### config.mk
export PLATFORM = sky130hd
export DESIGN_NAME = led_pattern_pixel_generator_top
export DESIGN_NICKNAME = d
export VERILOG_FILES = /design/src/rtl/lppg_pkg.sv /design/src/rtl/lppg_fifo.sv /design/src/rtl/lppg_front.sv /design/src/rtl/lppg_div.sv /design/src/rtl/lppg_back.sv /design/src/rtl/led_pattern_pixel_generator_top.sv
export SDC_FILE = /design/constraint.sdc
export NUM_CORES = 1
export LEC_CHECK = 0
export BUFFER_PORTS_ARGS = -buffer_cell sky130_fd_sc_hd__buf_2
export CORE_ASPECT_RATIO = 0.8
export CORE_MARGIN = 2
export CORE_UTILIZATION = 55
export DETAILED_ROUTE_END_ITERATION = 16
export PLACE_DENSITY = 0.73
export RECOVER_POWER = 100
export SYNTH_ARGS = -nofsm -noshare
export SYNTH_HDL_FRONTEND = slang
export SYNTH_SLANG_ARGS = --single-unit
### constraint.sdc
create_clock -name clk -period 9.5 [get_ports clk]
set_input_delay 1.9 -clock clk [delete_from_list [all_inputs] [get_ports clk]]
set_output_delay 1.9 -clock clk [all_outputs]
set_load 0.02 [all_outputs]
### src/rtl/lppg_pkg.sv
// Shared types and constants for the LED pattern pixel generator.
package lppg_pkg;

  // Pattern modes
  localparam logic [1:0] MODE_SOLID   = 2'd0;
  localparam logic [1:0] MODE_STRIPE  = 2'd1;
  localparam logic [1:0] MODE_RAINBOW = 2'd2;

  // Configuration register indexes
  typedef enum logic [2:0] {
    CFG_PATTERN_MODE      = 3'd0,
    CFG_LAYOUT_SERPENTINE = 3'd1,
    CFG_COLOR_A           = 3'd2,
    CFG_COLOR_B           = 3'd3,
    CFG_STRIPE_LEN        = 3'd4,
    CFG_CYCLE_LIMIT       = 3'd5
  } cfg_idx_t;

  localparam int CFG_DATA_W = 24;

  typedef struct packed {
    logic [1:0]  pattern_mode;
    logic        layout_serpentine;
    logic [23:0] color_a;
    logic [23:0] color_b;
    logic [7:0]  stripe_len;
    logic [15:0] cycle_limit;
  } cfg_t;

  // Work class decided by the front end
  typedef enum logic [2:0] {
    KIND_SOLID  = 3'd0,
    KIND_STRIPE = 3'd1,
    KIND_SPIRAL = 3'd2,
    KIND_SERP   = 3'd3,
    KIND_BLACK  = 3'd4
  } kind_t;

  typedef struct packed {
    logic [7:0] led_addr;
    logic       frame_end;
    logic       restart;
    kind_t      kind;
  } item_t;

  localparam int QUEUE_DEPTH = 2;
  localparam int QUEUE_PTR_W = $clog2(QUEUE_DEPTH);
  localparam int QUEUE_CNT_W = $clog2(QUEUE_DEPTH + 1);

  // Divider: 8-bit LED index over a 9-bit stripe period (2*255 at most)
  localparam int DIV_N      = 8;
  localparam int DIV_W      = 9;
  localparam int DIV_STEPS  = DIV_N / 2;
  localparam int DIV_CNT_W  = $clog2(DIV_STEPS);

  typedef struct packed {
    logic             start;
    logic [DIV_N-1:0] dividend;
    logic [DIV_W-1:0] divisor;
  } div_req_t;

  typedef struct packed {
    logic             busy;
    logic             done;
    logic [DIV_W-1:0] remainder;
  } div_rsp_t;

  // Color wheel segment bounds
  localparam logic [7:0] WHEEL_SEG1 = 8'd85;
  localparam logic [7:0] WHEEL_SEG2 = 8'd170;
  localparam logic [7:0] WHEEL_MAX  = 8'd255;

endpackage

### src/rtl/lppg_fifo.sv
// Two-entry request queue between the front end and the back end.
module lppg_fifo (
  input  logic            clk,
  input  logic            rst,
  input  logic            push,
  input  lppg_pkg::item_t push_item,
  output logic            full,
  input  logic            pop,
  output lppg_pkg::item_t pop_item,
  output logic            empty
);
  import lppg_pkg::*;

  item_t                  slots [QUEUE_DEPTH];
  logic [QUEUE_PTR_W-1:0] wr_ptr;
  logic [QUEUE_PTR_W-1:0] rd_ptr;
  logic [QUEUE_CNT_W-1:0] count;

  assign full     = (count == QUEUE_CNT_W'(QUEUE_DEPTH));
  assign empty    = (count == '0);
  assign pop_item = slots[rd_ptr];

  always_ff @(posedge clk) begin
    if (push) begin
      slots[wr_ptr] <= push_item;
    end
  end

  always_ff @(posedge clk) begin
    if (rst) begin
      wr_ptr <= '0;
      rd_ptr <= '0;
      count  <= '0;
    end else begin
      if (push) begin
        wr_ptr <= wr_ptr + 1'b1;
      end
      if (pop) begin
        rd_ptr <= rd_ptr + 1'b1;
      end
      if (push && !pop) begin
        count <= count + 1'b1;
      end else if (pop && !push) begin
        count <= count - 1'b1;
      end
    end
  end

endmodule

### src/rtl/lppg_front.sv
// Front end: takes requests and sorts them by the work they need.
module lppg_front (
  input  lppg_pkg::cfg_t  cfg,
  input  logic            req_valid,
  output logic            req_stall,
  input  logic [7:0]      led_addr,
  input  logic            frame_end,
  input  logic            restart,
  input  logic            full,
  output logic            push,
  output lppg_pkg::item_t push_item
);
  import lppg_pkg::*;

  kind_t kind;

  always_comb begin
    unique case (cfg.pattern_mode)
      MODE_SOLID:   kind = KIND_SOLID;
      MODE_STRIPE:  kind = KIND_STRIPE;
      MODE_RAINBOW: kind = cfg.layout_serpentine ? KIND_SERP : KIND_SPIRAL;
      default:      kind = KIND_BLACK;
    endcase
  end

  assign req_stall = full;
  assign push      = req_valid && !full;

  always_comb begin
    push_item.led_addr  = led_addr;
    push_item.frame_end = frame_end;
    push_item.restart   = restart;
    push_item.kind      = kind;
  end

endmodule

### src/rtl/lppg_div.sv
// Radix-4 restoring divider, two quotient bits per cycle.
module lppg_div (
  input  logic               clk,
  input  logic               rst,
  input  lppg_pkg::div_req_t req,
  output lppg_pkg::div_rsp_t rsp
);
  import lppg_pkg::*;

  logic                 busy;
  logic                 done;
  logic [DIV_CNT_W-1:0] cnt;
  logic [DIV_N-1:0]     quo;
  logic [DIV_W-1:0]     rem;
  logic [DIV_W-1:0]     dvs;
  logic [DIV_W:0]       s1;
  logic [DIV_W:0]       s2;
  logic                 last;

  // One restoring step: returns {quotient bit, new remainder}
  function automatic logic [DIV_W:0] div_step(input logic [DIV_W-1:0] r,
                                              input logic             b,
                                              input logic [DIV_W-1:0] d);
    logic [DIV_W:0] t;
    t = {r, b};
    if (t >= {1'b0, d}) begin
      div_step = {1'b1, DIV_W'(t - {1'b0, d})};
    end else begin
      div_step = {1'b0, t[DIV_W-1:0]};
    end
  endfunction

  assign s1   = div_step(rem, quo[DIV_N-1], dvs);
  assign s2   = div_step(s1[DIV_W-1:0], quo[DIV_N-2], dvs);
  assign last = (cnt == DIV_CNT_W'(DIV_STEPS - 1));

  always_ff @(posedge clk) begin
    if (rst) begin
      busy <= 1'b0;
      done <= 1'b0;
      cnt  <= '0;
    end else if (req.start) begin
      busy <= 1'b1;
      done <= 1'b0;
      cnt  <= '0;
    end else if (busy) begin
      cnt  <= cnt + 1'b1;
      busy <= !last;
      done <= last;
    end else begin
      done <= 1'b0;
    end
  end

  always_ff @(posedge clk) begin
    if (req.start) begin
      quo <= req.dividend;
      rem <= '0;
      dvs <= req.divisor;
    end else if (busy) begin
      quo <= {quo[DIV_N-3:0], s1[DIV_W], s2[DIV_W]};
      rem <= s2[DIV_W-1:0];
    end
  end

  always_comb begin
    rsp.busy      = busy;
    rsp.done      = done;
    rsp.remainder = rem;
  end

endmodule

### src/rtl/lppg_back.sv
// Back end: stripe modulo, hue counter, color wheel, result register.
module lppg_back #(
  parameter int LED_COUNT    = 256,
  parameter int STRIP_LENGTH = 32
) (
  input  logic               clk,
  input  logic               rst,
  input  lppg_pkg::cfg_t     cfg,
  input  logic               empty,
  input  lppg_pkg::item_t    head,
  output logic               pop,
  output lppg_pkg::div_req_t div_req,
  input  lppg_pkg::div_rsp_t div_rsp,
  output logic               res_valid,
  input  logic               res_stall,
  output logic [7:0]         red,
  output logic [7:0]         green,
  output logic [7:0]         blue,
  output logic [7:0]         pixel_position
);
  import lppg_pkg::*;

  localparam int POS_LUT_W = 256 * 8;

  typedef enum logic [2:0] {
    S_IDLE = 3'b001,
    S_DIV  = 3'b010,
    S_DONE = 3'b100
  } state_t;

  state_t      state, state_next;
  logic [15:0] cnt, cnt_next;
  logic [7:0]  led_addr, led_addr_next;
  logic        frame_end, frame_end_next;
  logic [23:0] color, color_next;
  logic        use_wheel, use_wheel_next;
  logic [7:0]  hue, hue_next;

  logic        out_free;
  logic        load;
  logic        head_rainbow;
  logic [15:0] cnt_start;
  logic [7:0]  w_eff;
  logic [23:0] wheel_rgb;

  // Rainbow position for every 8-bit index, built at elaboration.
  // Serpentine: odd strips run backwards.
  function automatic logic [POS_LUT_W-1:0] pos_lut(input logic serp);
    logic [POS_LUT_W-1:0] lut;
    int                   strip;
    int                   off;
    int                   lg;
    lut = '0;
    for (int i = 0; i < 256; i++) begin
      if (serp) begin
        strip = i / STRIP_LENGTH;
        off   = i % STRIP_LENGTH;
        lg    = ((strip % 2) != 0) ? (STRIP_LENGTH - 1 - off) : off;
        lut[i*8 +: 8] = 8'((lg * 256) / STRIP_LENGTH);
      end else begin
        lut[i*8 +: 8] = 8'((i * 256) / LED_COUNT);
      end
    end
    return lut;
  endfunction

  localparam logic [POS_LUT_W-1:0] SPIRAL_LUT = pos_lut(1'b0);
  localparam logic [POS_LUT_W-1:0] SERP_LUT   = pos_lut(1'b1);

  function automatic logic [23:0] wheel(input logic [7:0] h);
    logic [7:0] p;
    logic [7:0] up;
    if (h < WHEEL_SEG1) begin
      p  = h;
      up = 8'({p, 1'b0} + {1'b0, p});
      wheel = {up, WHEEL_MAX - up, 8'd0};
    end else if (h < WHEEL_SEG2) begin
      p  = h - WHEEL_SEG1;
      up = 8'({p, 1'b0} + {1'b0, p});
      wheel = {WHEEL_MAX - up, 8'd0, up};
    end else begin
      p  = h - WHEEL_SEG2;
      up = 8'({p, 1'b0} + {1'b0, p});
      wheel = {8'd0, up, WHEEL_MAX - up};
    end
  endfunction

  assign out_free     = !res_valid || !res_stall;
  assign w_eff        = (cfg.stripe_len == 8'd0) ? 8'd1 : cfg.stripe_len;
  assign head_rainbow = (head.kind == KIND_SPIRAL) || (head.kind == KIND_SERP);
  assign wheel_rgb    = wheel(hue);

  // restart clears first, then a rainbow pixel wraps the counter at the limit
  always_comb begin
    cnt_start = head.restart ? 16'd0 : cnt;
    if (head_rainbow && (cnt_start >= cfg.cycle_limit)) begin
      cnt_start = 16'd0;
    end
  end

  always_comb begin
    state_next     = state;
    cnt_next       = cnt;
    led_addr_next  = led_addr;
    frame_end_next = frame_end;
    color_next     = color;
    use_wheel_next = use_wheel;
    hue_next       = hue;
    pop            = 1'b0;
    load           = 1'b0;
    div_req        = '0;

    unique case (state)
      S_IDLE: begin
        if (!empty) begin
          pop            = 1'b1;
          cnt_next       = cnt_start;
          led_addr_next  = head.led_addr;
          frame_end_next = head.frame_end;
          use_wheel_next = 1'b0;
          case (head.kind)
            KIND_SOLID: begin
              color_next = cfg.color_a;
              state_next = S_DONE;
            end
            KIND_STRIPE: begin
              div_req.start    = 1'b1;
              div_req.dividend = DIV_N'(head.led_addr);
              div_req.divisor  = DIV_W'({w_eff, 1'b0});
              state_next       = S_DIV;
            end
            KIND_SPIRAL: begin
              hue_next       = SPIRAL_LUT[{head.led_addr, 3'b000} +: 8] + cnt_start[7:0];
              use_wheel_next = 1'b1;
              state_next     = S_DONE;
            end
            KIND_SERP: begin
              hue_next       = SERP_LUT[{head.led_addr, 3'b000} +: 8] + cnt_start[7:0];
              use_wheel_next = 1'b1;
              state_next     = S_DONE;
            end
            default: begin
              color_next = 24'd0;
              state_next = S_DONE;
            end
          endcase
        end
      end
      S_DIV: begin
        if (div_rsp.done) begin
          color_next = (div_rsp.remainder < DIV_W'(w_eff)) ? cfg.color_a : cfg.color_b;
          state_next = S_DONE;
        end
      end
      S_DONE: begin
        if (out_free) begin
          load       = 1'b1;
          state_next = S_IDLE;
          if (use_wheel && frame_end) begin
            cnt_next = cnt + 16'd1;
          end
        end
      end
      default: begin
        state_next = S_IDLE;
      end
    endcase
  end

  always_ff @(posedge clk) begin
    if (rst) begin
      state     <= S_IDLE;
      cnt       <= 16'd0;
      res_valid <= 1'b0;
    end else begin
      state <= state_next;
      cnt   <= cnt_next;
      if (load) begin
        res_valid <= 1'b1;
      end else if (!res_stall) begin
        res_valid <= 1'b0;
      end
    end
  end

  always_ff @(posedge clk) begin
    led_addr  <= led_addr_next;
    frame_end <= frame_end_next;
    color     <= color_next;
    use_wheel <= use_wheel_next;
    hue       <= hue_next;
    if (load) begin
      {red, green, blue} <= use_wheel ? wheel_rgb : color;
      pixel_position     <= led_addr;
    end
  end

  a_div_done_expected: assert property (@(posedge clk) disable iff (rst)
    div_rsp.done |-> (state == S_DIV))
    else $error("divider finished with no division pending");

  a_div_running: assert property (@(posedge clk) disable iff (rst)
    (state == S_DIV) |-> (div_rsp.busy || div_rsp.done))
    else $error("waiting on an idle divider");

  a_cnt_wrapped: assert property (@(posedge clk) disable iff (rst)
    ((state == S_DONE) && use_wheel) |-> (cnt < cfg.cycle_limit || cnt == 16'd0))
    else $error("hue counter not wrapped before rendering");

endmodule

### src/rtl/led_pattern_pixel_generator_top.sv
// Top level of the LED pattern pixel generator: config registers and block wiring.
// Path, accept to result valid: queue, back end state machine, result register; stripes
//   also wait on the radix-4 divider for the modulo; result stalls add to both.
// The back end works on one request at a time behind a two-entry queue.
// Reset (rst, sync, active high): queue and result empty, hue counter 0, registers default.
module led_pattern_pixel_generator_top #(
  parameter int LED_COUNT    = 256,
  parameter int STRIP_LENGTH = 32
) (
  input  logic                            clk,
  input  logic                            rst,
  // configuration writes
  input  logic                            cfg_we,
  input  logic [2:0]                      cfg_index,
  input  logic [lppg_pkg::CFG_DATA_W-1:0] cfg_data,
  // request channel
  input  logic                            req_valid,
  output logic                            req_stall,
  input  logic [7:0]                      led_addr,
  input  logic                            frame_end,
  input  logic                            restart,
  // result channel
  output logic                            res_valid,
  input  logic                            res_stall,
  output logic [7:0]                      red,
  output logic [7:0]                      green,
  output logic [7:0]                      blue,
  output logic [7:0]                      pixel_position
);
  import lppg_pkg::*;

  cfg_t     cfg;
  logic     full;
  logic     empty;
  logic     push;
  logic     pop;
  item_t    push_item;
  item_t    head;
  div_req_t div_req;
  div_rsp_t div_rsp;

  // Register file; the user must write only while the block is idle, which the block
  // itself does not enforce, and the back end reads these live.
  always_ff @(posedge clk) begin
    if (rst) begin
      cfg.pattern_mode      <= MODE_SOLID;
      cfg.layout_serpentine <= 1'b0;
      cfg.color_a           <= 24'd0;
      cfg.color_b           <= 24'd0;
      cfg.stripe_len        <= 8'd4;
      cfg.cycle_limit       <= 16'd256;
    end else if (cfg_we) begin
      unique case (cfg_idx_t'(cfg_index))
        CFG_PATTERN_MODE:      cfg.pattern_mode      <= cfg_data[1:0];
        CFG_LAYOUT_SERPENTINE: cfg.layout_serpentine <= cfg_data[0];
        CFG_COLOR_A:           cfg.color_a           <= cfg_data[23:0];
        CFG_COLOR_B:           cfg.color_b           <= cfg_data[23:0];
        CFG_STRIPE_LEN:        cfg.stripe_len        <= cfg_data[7:0];
        CFG_CYCLE_LIMIT:       cfg.cycle_limit       <= cfg_data[15:0];
        default: ;
      endcase
    end
  end

  // Front end: accept and classify by mode and layout
  lppg_front u_front (
    .cfg       (cfg),
    .req_valid (req_valid),
    .req_stall (req_stall),
    .led_addr  (led_addr),
    .frame_end (frame_end),
    .restart   (restart),
    .full      (full),
    .push      (push),
    .push_item (push_item)
  );

  // Decoupling queue
  lppg_fifo u_fifo (
    .clk       (clk),
    .rst       (rst),
    .push      (push),
    .push_item (push_item),
    .full      (full),
    .pop       (pop),
    .pop_item  (head),
    .empty     (empty)
  );

  // Divider for the stripe modulo
  lppg_div u_div (
    .clk (clk),
    .rst (rst),
    .req (div_req),
    .rsp (div_rsp)
  );

  // Back end: hue counter, color wheel, result register
  lppg_back #(
    .LED_COUNT    (LED_COUNT),
    .STRIP_LENGTH (STRIP_LENGTH)
  ) u_back (
    .clk            (clk),
    .rst            (rst),
    .cfg            (cfg),
    .empty          (empty),
    .head           (head),
    .pop            (pop),
    .div_req        (div_req),
    .div_rsp        (div_rsp),
    .res_valid      (res_valid),
    .res_stall      (res_stall),
    .red            (red),
    .green          (green),
    .blue           (blue),
    .pixel_position (pixel_position)
  );

endmodule

==> After elaboration in Yosys (flattened, before gate mapping) <==
Memory sizes are Yosys's and may differ from the RTL's. A register that Yosys moved wholly into a read port is not among the register bits.
Cells that the tools add are included.
{ "totals": {"ramBits": 26, "register_bits": 203, "out_inout_bits": 34, "memories": 1, "input_bits": 42, "elab_cells": 165} }
{ "memory_table": {"columns": ["memory", "depth", "word_bits", "rd", "rd_ports_with_merged_regs", "write_ports", "line", "rtl"], "rows": [
  ["u_fifo.slots", 2, 13, 1, 1, 1, "lppg_fifo.sv:14", "item_t slots [QUEUE_DEPTH];"]
]} }
{ "classes": {"eq_ne": 21, "reduce_logical": 40, "add_sub_neg": 18, "n_lt_le_gt_ge": 6, "mux": 45, "shift": 2, "bitwise": 4} }
{ "ops": {"columns": ["op", "count"], "rows": [
  ["variable part select 2048 x 12 -> 8 bit, first input constant", 2],
  ["2-to-1 mux 24 bit", 6],
  ["one-hot mux 24 bit (2 select lines)", 2],
  ["2-to-1 mux 16 bit", 5],
  ["2-to-1 mux 18 bit", 3],
  ["adder 8 bit", 5],
  ["one-hot mux 16 bit (2 select lines)", 1],
  ["2-to-1 mux 8 bit", 3],
  ["subtractor 8 bit, first input constant", 3],
  [">= comparator 10 x 9 -> 1 bit", 2],
  ["2-to-1 mux 10 bit", 2],
  ["one-hot mux 3 bit (3 select lines)", 2],
  ["subtractor 9 bit", 2],
  ["adder 16 x 1 -> 16 bit, second input constant", 1],
  [">= comparator 16 bit", 1],
  ["one-hot mux 8 bit (2 select lines)", 1],
  ["== test 3 x 2 -> 1 bit, second input constant", 5],
  ["2-to-1 mux 1 bit", 14],
  ["AND reduction 2 bit", 7],
  ["2-to-1 mux 3 bit", 4],
  ["nonzero test 2 bit", 5],
  ["== test 3 x 1 -> 1 bit, second input constant", 3],
  ["== test 3 bit, second input constant", 3],
  ["< comparator 9 x 8 -> 1 bit", 1],
  ["other kinds (23)", 53]
]} }

==> Longest topological paths before layout <==
Gate-level depths: netlist of the first run.
{ "depth": {"word_depth": 7, "mapped_depth": 18, "mapped_depth_nobuf": 16} }

==> Hierarchy <==
From an unflattened synthesis of the first run, not the netlist that was laid out.
{ "unflattened": {"hier_cells": 1287, "area_unflattened_um2": 13156.4} }
{ "modules_own_cells": {"columns": ["mod", "area_each_um2", "cells_per_inst", "instances", "seq_area_each_um2"], "rows": [
  ["lppg_back", 6772.7, 727, 1, 2622.5],
  ["led_pattern_pixel_generator_top", 3065.4, 278, 1, 1501.4],
  ["lppg_div", 2059.5, 204, 1, 770.7],
  ["lppg_fifo", 1139.8, 62, 1, 880.8],
  ["lppg_front", 118.9, 16, 1, 0.0]
]} }

==> Worst setup path before layout of the first run <==
OpenSTA, ideal clock, no wires.
{ "synth_timing": {"path_type": "reg2reg", "from": "register u_div.dvs[2]", "to": "register u_div.rem[1]", "arrival_time_ps": 3989, "synth_period_minus_slack_ps": 4051, "setup_slack_ps": 5449, "setup_time_ps": 62, "path_buffers": 2, "required_time_ps": 9438, "path_stages_with_launch": 18, "path_cell_list": "edfxtp_1 -> inv_1 -> ha_1 -> nor2b_1 -> o31a_1 -> o21ai_0 -> and3b_1 -> buf_2 -> mux2_2 -> ha_1 -> a21oi_2 -> a21oi_1 -> o31a_1 -> or3_1 -> or2_1 -> buf_6 -> or3_1 -> nand3_1"} }
{ "synth_via": {"elab_chain_len": 4, "word_cells_on_any_way": 6, "cone_classes": "add/sub: 2; order compare: 2; mux: 2"} }
{ "synth_rtl": {"columns": ["item", "line", "rtl"], "rows": [
  ["from (decl)", "lppg_div.sv:15", "logic [DIV_W-1:0] dvs;"],
  ["from (signal assigned)", "lppg_div.sv:59", "dvs <= req.divisor;"],
  [">= comparator 10 x 9 -> 1 bit / subtractor 9 bit (equally long branches)", "lppg_div.sv:26, lppg_div.sv:27", null],
  ["2-to-1 mux 10 bit", "lppg_div.sv:26", "if (t >= {1'b0, d}) begin"],
  ["subtractor 9 bit / >= comparator 10 x 9 -> 1 bit (equally long branches)", "lppg_div.sv:27, lppg_div.sv:26", null],
  ["2-to-1 mux 10 bit *", "lppg_div.sv:26", null],
  ["to (signal assigned)", "lppg_div.sv:62", "rem <= s2[DIV_W-1:0];"],
  ["to (decl)", "lppg_div.sv:14", "logic [DIV_W-1:0] rem;"]
]} }
Mark *: on every way between the ends. The rest lies on a longest branch, timed or not.
A chain may end at the register's enable or synchronous reset.

==> results.py, run 1 <==
metrics = {
    "global_route": {
        "grt-ovfl-total": 0,
        "grt_pass1_vias": 8679,
        "grt_pass1_wl_um": 44040,
        "antenna_found_initial": 1,
        "grt_max_degree": 104,
        "track_usage_pct": 23.75,
    },
    "yosys": {
        "syn_area_per_cell_sq_um": 9.534,
        "synth_top_flop_cell": "edfxtp_1",
        "yosysSeqAreaShare_pct": 47.83,
        "synth_seq_cells": 229,
        "synth_nets": 1386,
        "synthArstFlopShare_pct": 0,
        "netlist.area_leader.share_pct": 29.00,
        "synth_edf_count": 116,
        "netlist_area_sq_um": 12010,
        "yosysTopAreaCell": "edfxtp_1",
        "ys_types": 66,
        "synthTopCellsByArea": "edfxtp_1 (29%), dfxtp_1 (19%), ha_1 (8.2%), nand2_1 (6.4%), a21oi_1 (6.2%)",
        "synth_cells": 1260,
        "synth_warnings": 0,
    },
    "placement": {
        "place_hpwl_um": 19200,
        "placed_cell_area_sq_um": 12590,
        "numPlacedInstances": 1559,
        "gp_congestion": 0.9309,
        "port_buffers": 75,
    },
    "clock_network": {
        "cts_setup_buffers": 0,
        "cts_resized": 0,
        "cts_tree": "built",
        "cts-buffers-inserted": 24,
        "clock_latency_ps": 530,
        "htree_levels": 1,
        "clkSinkCount": 229,
        "holdBufCountCts": 0,
        "cts.clk_slew.worst_paths_ps": 60,
        "root_buffer": "clkbuf_16",
        "cts_buffer_depth": 3,
    },
    "route": {
        "first_iter_violations": 637,
        "drc_errors": 0,
        "vias_per_cell": 5.708,
        "antenna_left": 0,
        "routedWlPerCell_um": 16.99,
        "route.vias.total": 9155,
        "wl_um": 27250,
        "drt-pass1-iter-count": 5,
    },
    "sta": {
        "hold_viol_final": 0,
        "fmax_mhz": 189.7,
        "fin_skew_ps": 27.00,
        "period_share_pct": 55.50,
        "post-route-min-period_ps": 5272,
        "finalSetupViolCount": 0,
        "tightest_slew_ps": 4526,
        "slew_viol_final": 169,
        "rsz0062_at_grt": "false",
        "fin_tns_setup_ps": 0,
        "slew_headroom_pct": -201.7,
    },
    "worst_setup_path": {
        "worstSetupPathType": "primary input to flop",
        "max_stage_delay_ps": 3140,
        "cp_slowest_cell": "clkbuf_1",
        "endpoint_kind": "flop",
        "cp.required_ps": 9920,
        "worstSetupStartpointType": "primary input",
        "crit_path_max_fanout": 103,
        "worst-path-buf-inv": 2,
        "crit_chain": "buf_2, clkbuf_1, a21oi_1, and3_1",
        "path_delay_family": "buffers and inverters",
        "crit_arrival_ps": 5690,
    },
    "power_and_ir_drop": {
        "power_leakage_uw": 0.005109,
        "p_per_area_nw_per_um2": 280.7,
        "power_uw": 3724,
        "peakVddDrop_uv": 166.3,
    },
    "finish": {
        "finish.utilization_pct": 61.72,
        "area_delta_synth_final_pct": 10.47,
        "nets": 1436,
        "fin_cells": 1604,
        "final_common_cell": "nand2_1",
        "stdcell_area_sq_um": 13270,
        "final_cell_mix": "nand2_1 (205), a21oi_1 (150), edfxtp_1 (116)",
        "layout-drive-gt1-share_pct": 7.003,
    },
    "flow_run": {
        "cap_violations": 3,
    },
    "floorplanning": {
        "die_h_um": 136.2,
        "io-pin-count": 76,
        "core_area_sq_um": 21500,
        "dieArea_sq_um": 23050,
        "start_util_pct": 55.87,
        "placementRows": 48,
        "die_x_um": 169.2,
    },
    "run_status": {
        "outcome": "finished with violations",
        "violations": "capacitance limit, slew limit",
    },
    "min_path": {
        "hold_class": "flop to flop",
    },
}
==> path summary, 6_finish.rpt <==
kind                 startpoint                        to  slack, ps  depth (start not counted)
max reg2reg                flop             u_back.hue[6]       4480                         16
min reg2reg  u_back.led_addr[6]  u_back.pixel_position[6]        420                          0
min          u_back.led_addr[6]  u_back.pixel_position[6]        420                          0
max                         rst           u_back.state[1]       4230                          4
==> per-layer routing <==
metal / vias up / GRT usage [%] / routed length [um]
met2: 257 / 37.87 / 11990
li1: 4522 / - / -
met5: - / 0 / 0
met1: 4322 / 34.04 / 13150
met4: 0 / 7.170 / 805
met3: 54 / 3.057 / 1301
==> metrics by stage <==
step                setup WS (ps)  hold WS, ps
floorplan                    5449        400.3
detailed placement           4523        407.0
finish                       4228        422.8
global placement             4704        403.8
CTS                          4470        421.7
global route                 3736        425.1
==> registers in the layout, indices dropped and copies added (netlist names), 2 cells and up, named ones only <==
register and cells:
cfg 75, u_back.color 24, u_back.blue 8, u_div.rem 9
u_fifo.slots 26, u_back.pixel_position 8, u_div.quo 8, u_div.cnt 2
u_back.red 8, u_back.cnt 16, u_back.led_addr 8, u_back.state 3
u_div.dvs 8, u_fifo.count 2, u_back.hue 8, u_back.green 8
==> cell usage after synthesis (8+ instances only) <==
cell	instances
a22o_1	25
ha_1	79
inv_1	72
a21oi_1	149
nor3_1	21
xor2_1	12
nand3_1	11
o21ai_0	57
clkbuf_1	53
a211oi_1	9
xnor2_1	41
nor2b_1	8
nand2_1	205
edfxtp_1	116
dfxtp_1	113
mux2_2	8
a21o_1	22
nor2_1	82
mux2i_1	32
and2_1	25
==> kinds of logic after synthesis <==
family	Yosys count	share of synthesized area (%)
buffers and inverters	132	4.229
AND/OR/NAND/NOR	402	14.99
flip-flops	229	47.83
adder cells (fa/ha/maj)	84	9.062
XOR/XNOR	55	4.239
multiplexers	41	3.531
AO/OA/AOI/OAI	317	16.12
==> where the power goes <==
part / internal [uW] / leakage [uW] / switching (uW) / total, uW
logic: 577 / 0.00273 / 878 / 1460
registers: 1260 / 0.00200 / 106 / 1360
clock network: 528 / 0.000376 / 379 / 907
==> cell type report <==
| type | count | area (sq um) |
|---|---|---|
| Fill cell | 1802 | 8230 |
| Multi-Input combinational cell | 899 | 5771 |
| Sequential cell | 229 | 5746 |
| Clock buffer | 37 | 689.4 |
| Timing Repair Buffer | 83 | 369.1 |
| Tap cell | 275 | 344.1 |
| Inverter | 73 | 274.0 |
| Clock inverter | 7 | 75.07 |
| Antenna cell | 1 | 2.502 |
No activity file was read; power rests on OpenSTA's default activity.
==> run 2, diff against run 1 <==
- ABC_AREA: default -> 1
- PLACE_DENSITY: 0.73 -> 0.76
- clock period: 9.5 -> 4.6 ns (I/O delays scaled with it)
==> run 2 against run 1 <==
  * The run still ends with capacitance limit, slew limit left
  * Hold slack got worse by 9.9 ps
  * Worst setup slack got worse by 3800 ps
  * Wire length up 6.9%
  * Clock skew decreased by 8.6 ps
  * Clock-buffer cell count did not move
  * Power is 130% higher
  * Critical endpoint is now u_back.hue[7]
  * Clock power rose by 98%
  * Sequential power increased by 120%
==> results.py, run 2 <==
metrics = {
    "sta": {
        "slew_headroom_pct": -32.37,
        "finalSetupViolCount": 0,
        "whs_ps": 412.9,
        "layout_setup_ws_ps": 477.4,
        "slew_viol_final": 90,
        "rsz0062_at_grt": "false",
        "tightest_slew_ps": 1986,
        "fin_tns_setup_ps": 0,
        "post-route-min-period_ps": 4123,
        "period_share_pct": 89.62,
        "hold_viol_final": 0,
        "fin_skew_ps": 18.45,
        "fmax_mhz": 242.6,
    },
    "min_path": {
        "hold_class": "flop to flop",
        "min_from": "u_back.led_addr[7]",
    },
    "global_route": {
        "grt_pass1_wl_um": 47530,
        "grt-ovfl-total": 0,
        "antenna_found_initial": 0,
        "track_usage_pct": 24.57,
        "grt_pass1_vias": 9474,
        "grt_max_degree": 57,
    },
    "yosys": {
        "yosys.area_share.adder_pct": 8.724,
        "muxShareOfSynthArea_pct": 0,
        "synth_xor_area_share_pct": 3.439,
        "synth_edf_count": 116,
        "synthTopCellsByArea": "edfxtp_1 (28%), dfxtp_1 (18%), ha_1 (7.9%), nand2_1 (7.7%), a21oi_1 (6.9%)",
        "netlist.area_leader.share_pct": 27.92,
        "synth_top_family_by_area": "compound AO/OA/AOI/OAI gates",
        "netlist_area_sq_um": 12480,
        "synth_compound_area_share_pct": 17.13,
        "synth_seq_cells": 229,
        "synth_cells": 1502,
        "ys_types": 49,
        "netlist_top_cells_count": "nand2_1 (256), inv_1 (214), a21oi_1 (173), o21ai_0 (157), edfxtp_1 (116)",
        "yosysMostFrequentCell": "nand2_1",
        "yosys.area_share.simple_pct": 16.05,
        "yosysSeqAreaShare_pct": 46.04,
        "synth_nets": 1628,
        "synthArstFlopShare_pct": 0,
        "syn_area_per_cell_sq_um": 8.308,
        "synth_warnings": 0,
        "synth_top_flop_cell": "edfxtp_1",
        "yosysTopAreaCell": "edfxtp_1",
    },
    "floorplanning": {
        "die_h_um": 138.7,
        "start_util_pct": 55.76,
        "placementRows": 49,
        "die_x_um": 172.4,
        "io-pin-count": 76,
        "core_area_sq_um": 22380,
        "dieArea_sq_um": 23920,
    },
    "power_and_ir_drop": {
        "p_sw_uw": 3497,
        "comb_power_share_pct": 44.0,
        "seqPwrFrac_pct": 34.8,
        "p_per_area_nw_per_um2": 622.1,
        "peakVddDrop_uv": 387.2,
        "p_sw_share_pct": 41.15,
        "intPower_uw": 5001,
        "clock_power_share_pct": 21.2,
        "power_leakage_uw": 0.005761,
    },
    "route": {
        "wl_um": 29140,
        "drt-pass1-iter-count": 5,
        "routedWlPerCell_um": 15.46,
        "vias_per_cell": 5.396,
        "route.vias.total": 10170,
        "drc_errors": 0,
        "antenna_left": 0,
        "first_iter_violations": 887,
    },
    "finish": {
        "largest_register_ffs": 75,
        "nets": 1687,
        "final_cell_mix": "nand2_1 (258), inv_1 (218), a21oi_1 (174)",
        "fill_cells": 1997,
        "multi_input_area_sq_um": 5587,
        "final_common_cell": "nand2_1",
        "top_register": "cfg",
        "area_delta_synth_final_pct": 9.476,
        "reg_top3": "cfg: 75 flops, u_fifo.slots: 26 flops, u_back.color: 24 flops",
        "layout-drive-gt1-share_pct": 5.890,
        "antenna_cells": 0,
        "regArea_sq_um": 5746,
    },
    "placement": {
        "place_hpwl_um": 21220,
        "dp_slack_ps": 345.1,
        "port_buffers": 75,
        "gp_congestion": 0.9125,
    },
    "worst_setup_path": {
        "worstSetupStartpointType": "flop",
        "r2r_slack_ps": 480,
        "crit_path_max_fanout": 15,
        "cp.required_ps": 4860,
        "crit_chain": "inv_2, nand2_1, nand2_1, nor2_1, ha_1, nand2_1, inv_1, o21ai_0, nand2_1, nor2_1, nand3_1, nand2_2, nand2_1, inv_1, ha_1, a21oi_1, nand2_1, a21oi_1, nand3b_1, nand2_1, xnor2_1, inv_1",
        "worstSetupPathType": "flop to flop",
        "max_stage_delay_ps": 590,
        "endpoint_kind": "flop",
        "critPathMostFrequentCell": "nand2_1",
        "crit_arrival_ps": 4380,
        "cp_slowest_cell": "dfxtp_1",
    },
    "run_status": {
        "outcome": "finished with violations",
        "violations": "capacitance limit, slew limit",
    },
    "clock_network": {
        "cts-buffers-inserted": 24,
        "cts_resized": 0,
        "clock_latency_ps": 520,
        "htree_levels": 1,
        "clkSinkCount": 229,
        "cts.clk_slew.worst_paths_ps": 60,
        "cts_buffer_depth": 3,
        "cts_setup_buffers": 0,
        "cts_tree": "built",
        "root_buffer": "clkbuf_16",
        "holdBufCountCts": 0,
    },
    "flow_run": {
        "cap_violations": 2,
    },
}
==> run 2: cell types whose count changed after synthesis, moves of 24 or more <==
cell,change
o21ai_0,+100
mux2i_1,-32
nand3_1,+51
o22ai_1,+24
nand2_1,+51
and2_1,-25
a21oi_1,+24
a22o_1,-24
xnor2_1,-25
inv_1,+142
==> run 2: logic make-up (layout without fill, tap and decap cells) <==
logic type / Yosys count / count (layout)
compound gates: 401 / 401
simple gates: 464 / 464
buf+inv: 275 / 352
xor+xnor: 49 / 49
fa+ha+maj: 84 / 84
flops: 229 / 229
==> run 2: power groups by stage <==
stage	combinational (uW)	sequential, uW	clock [uW]
final	3740	2950	1800
after global routing	4230	3000	1920
after CTS	3770	2950	1840
after detailed placement	3750	2990	0
after global placement	3670	2980	0
after floorplan	2890	2940	0
==> run 2: critical path, delay by kind of cell, from the launching register on <==
family | cells | cell delay [ps]
AOI/OAI and AO/OA | 3 | 450
DFF | 1 | 590
adders and majority gates | 2 | 550
and+or+nand+nor | 12 | 1760
xor gates and xnor gates | 1 | 160
buffers and inverters | 4 | 360
==> run 2: routing by layer <==
metal	GRT usage [%]	up-vias	wire length (um)	share of wire, %
li1	-	5144	-	-
met1	36.90	4703	13920	48
met2	37.47	279	12590	43
met3	3.539	46	2052	7.0
met4	5.927	0	575	2.0
met5	0	-	0	0
==> run 2: per-stage QoR <==
step           std cells  util [%]  area, sq um  total power [uW]
2_1_floorplan       1502         -        12480              5828
3_3_place_gp        1841     58.43        13080              6647
3_5_place_dp        1841     58.43        13080              6748
4_1_cts             1885     61.68        13800              8563
5_1_grt             1885     61.05        13660              9146
6_report            1885     61.05        13660              8498
==> run 2: final cells by class <==
type | instances | share of cell area [%]
tap | 306 | 2.803
timing repair buffer | 83 | 2.720
inverter | 225 | 6.201
multi-input combinational | 998 | 40.90
clock inverter | 7 | 0.2565
sequential | 229 | 42.06
clock buffer | 37 | 5.065
==> run 2: worst paths after layout <==
path	to	cells past startpoint
min	u_back.pixel_position[7]	0
max reg2reg	u_back.hue[7]	22
max	u_back.hue[7]	22
min reg2reg	u_back.pixel_position[7]	0
==> run 3, diff against run 2 <==
- ABC_AREA: 1 -> default
- CORE_UTILIZATION: 55 -> 30
- PLACE_DENSITY: 0.76 -> default
==> run 3 against run 2 <==
  * The flow still finishes with violations (capacitance limit, slew limit)
  * Non-clock buffer count rose by 8
  * Design area up 0.27%
  * Global-route usage decreased by 10 points
  * Power fell by 6.2%
  * Wire length grew 3.6%
  * Clock-buffer cell count down 2
  * Critical endpoint is now u_div.rem[6]
  * Largest power group unchanged
==> results.py, run 3 (synthesized netlist as in run 1, its figures left out) <==
metrics = {
    "worst_setup_path": {
        "worstSetupPathType": "flop to flop",
        "r2r_slack_ps": 270,
        "worstSetupStartpointType": "flop",
        "cp_slowest_cell": "dfxtp_1",
        "crit_arrival_ps": 4710,
        "crit_chain": "ha_1, nor2b_1, o31a_1, o21ai_0, and3b_1, buf_4, mux2_1, ha_1, nand4_1, a21oi_1, o31a_1, or3_1, or2_1, clkbuf_2, mux2i_1, a21oi_1",
        "max_stage_delay_ps": 430,
        "crit_path_max_fanout": 6,
        "r2r_cells": 16,
        "endpoint_kind": "flop",
        "cp.required_ps": 4990,
    },
    "finish": {
        "final_cell_mix": "nand2_1 (205), a21oi_1 (150), edfxtp_1 (116)",
        "fill_cells": 4016,
        "nets": 1446,
        "area_delta_synth_final_pct": 14.02,
        "layout-drive-gt1-share_pct": 7.687,
        "reg_top3": "cfg: 75 flops, u_fifo.slots: 26 flops, u_back.color: 24 flops",
        "top_register": "cfg",
        "final_common_cell": "nand2_1",
        "largest_register_ffs": 75,
    },
    "route": {
        "drc_errors": 0,
        "vias_per_cell": 4.834,
        "route.vias.total": 9073,
        "wl_um": 30190,
        "first_iter_violations": 862,
        "routedWlPerCell_um": 16.09,
        "antenna_left": 0,
        "drt-pass1-iter-count": 5,
    },
    "sta": {
        "fin_skew_ps": 16.73,
        "finalSetupViolCount": 0,
        "rsz0062_at_grt": "false",
        "fin_tns_setup_ps": 0,
        "slew_viol_final": 136,
        "period_share_pct": 94.07,
        "tightest_slew_ps": 2193,
        "slew_headroom_pct": -46.21,
        "layout_setup_ws_ps": 272.8,
        "post-route-min-period_ps": 4327,
        "whs_ps": 417.5,
        "hold_viol_final": 0,
        "fmax_mhz": 231.1,
    },
    "clock_network": {
        "root_buffer": "clkbuf_16",
        "htree_levels": 1,
        "cts_buffer_depth": 3,
        "holdBufCountCts": 0,
        "cts_tree": "built",
        "cts_setup_buffers": 0,
        "clock_latency_ps": 550,
        "cts-buffers-inserted": 26,
        "cts.clk_slew.worst_paths_ps": 70,
        "cts_resized": 0,
        "clkSinkCount": 229,
    },
    "floorplanning": {
        "die_x_um": 227.7,
        "placementRows": 65,
        "io-pin-count": 76,
        "die_h_um": 183.0,
        "start_util_pct": 30.46,
        "core_area_sq_um": 39440,
        "dieArea_sq_um": 41670,
    },
    "global_route": {
        "antenna_found_initial": 2,
        "grt_pass1_wl_um": 47290,
        "grt_pass1_vias": 8404,
        "grt-ovfl-total": 0,
        "grt_max_degree": 104,
        "track_usage_pct": 14.11,
    },
    "flow_run": {
        "cap_violations": 2,
    },
    "placement": {
        "gp_congestion": 0.8692,
        "port_buffers": 75,
        "dp_slack_ps": 360.4,
        "place_hpwl_um": 21490,
    },
    "power_and_ir_drop": {
        "peakVddDrop_uv": 327.2,
        "seqPwrFrac_pct": 35.0,
        "p_sw_uw": 2979,
        "intPower_uw": 4993,
        "power_leakage_uw": 0.005141,
        "p_per_area_nw_per_um2": 582.1,
        "clock_power_share_pct": 25.4,
        "comb_power_share_pct": 39.6,
        "p_sw_share_pct": 37.37,
    },
    "min_path": {
        "hold_depth": 0,
        "hold_class": "flop to flop",
    },
    "run_status": {
        "violations": "capacitance limit, slew limit",
        "outcome": "finished with violations",
    },
}
[run 3: final cells by class]
| type | count | area [sq um] | area share (%) |
|---|---|---|---|
| Inverter | 73 | 274.0 | 2.001 |
| Clock buffer | 35 | 715.7 | 5.225 |
| Tap cell | 536 | 670.6 | 4.896 |
| Timing Repair Buffer | 91 | 421.7 | 3.078 |
| Sequential cell | 229 | 5746 | 41.95 |
| Clock inverter | 13 | 115.1 | 0.8404 |
| Antenna cell | 1 | 2.502 | 0.01827 |
| Multi-Input combinational cell | 899 | 5752 | 41.99 |
[run 3: final timing paths]
kind / start / endpoint
setup / recovery: u_div.rem[1] / u_div.rem[6]
hold reg to reg: u_back.led_addr[3] / u_back.pixel_position[3]
hold / removal: u_back.led_addr[3] / u_back.pixel_position[3]
setup reg to reg: u_div.rem[1] / u_div.rem[6]
[run 3: worst max-delay path: cells and delay by family (launching register included)]
family                   cells  cell delay (ps)
buffers and inverters        2              400
AND/OR/NAND/NOR              5             1270
adder cells (fa/ha/maj)      2              640
multiplexers                 2              560
AO/OA/AOI/OAI                5              860
flip-flops                   1              430
[run 3: metrics by stage]
stage	instances	util (%)	cell area, sq um	power [uW]
after floorplan	1260	-	12010	5105
after CTS	1876	35.01	13810	8051
after global placement	1828	32.90	12980	5987
after global routing	1877	34.72	13700	8478
after detailed placement	1828	32.90	12980	5989
final	1877	34.72	13700	7973
[run 3: power groups by stage]
stage	Combinational [uW]	Clock [uW]	Sequential [uW]
6_report	3160	2020	2790
5_1_grt	3490	2170	2820
4_1_cts	3180	2080	2790
3_5_place_dp	3160	0	2830
3_3_place_gp	3160	0	2820
2_1_floorplan	2340	0	2770
[run 3: layer usage]
layer | up-vias | share of wire, % | routed length [um] | GRT usage, %
li1 | 4547 | - | - | -
met5 | - | 0 | 0 | 0
met3 | 43 | 5.9 | 1774 | 2.223
met4 | 0 | 2.3 | 687 | 3.684
met2 | 242 | 42 | 12670 | 21.01
met1 | 4241 | 50 | 15060 | 21.10
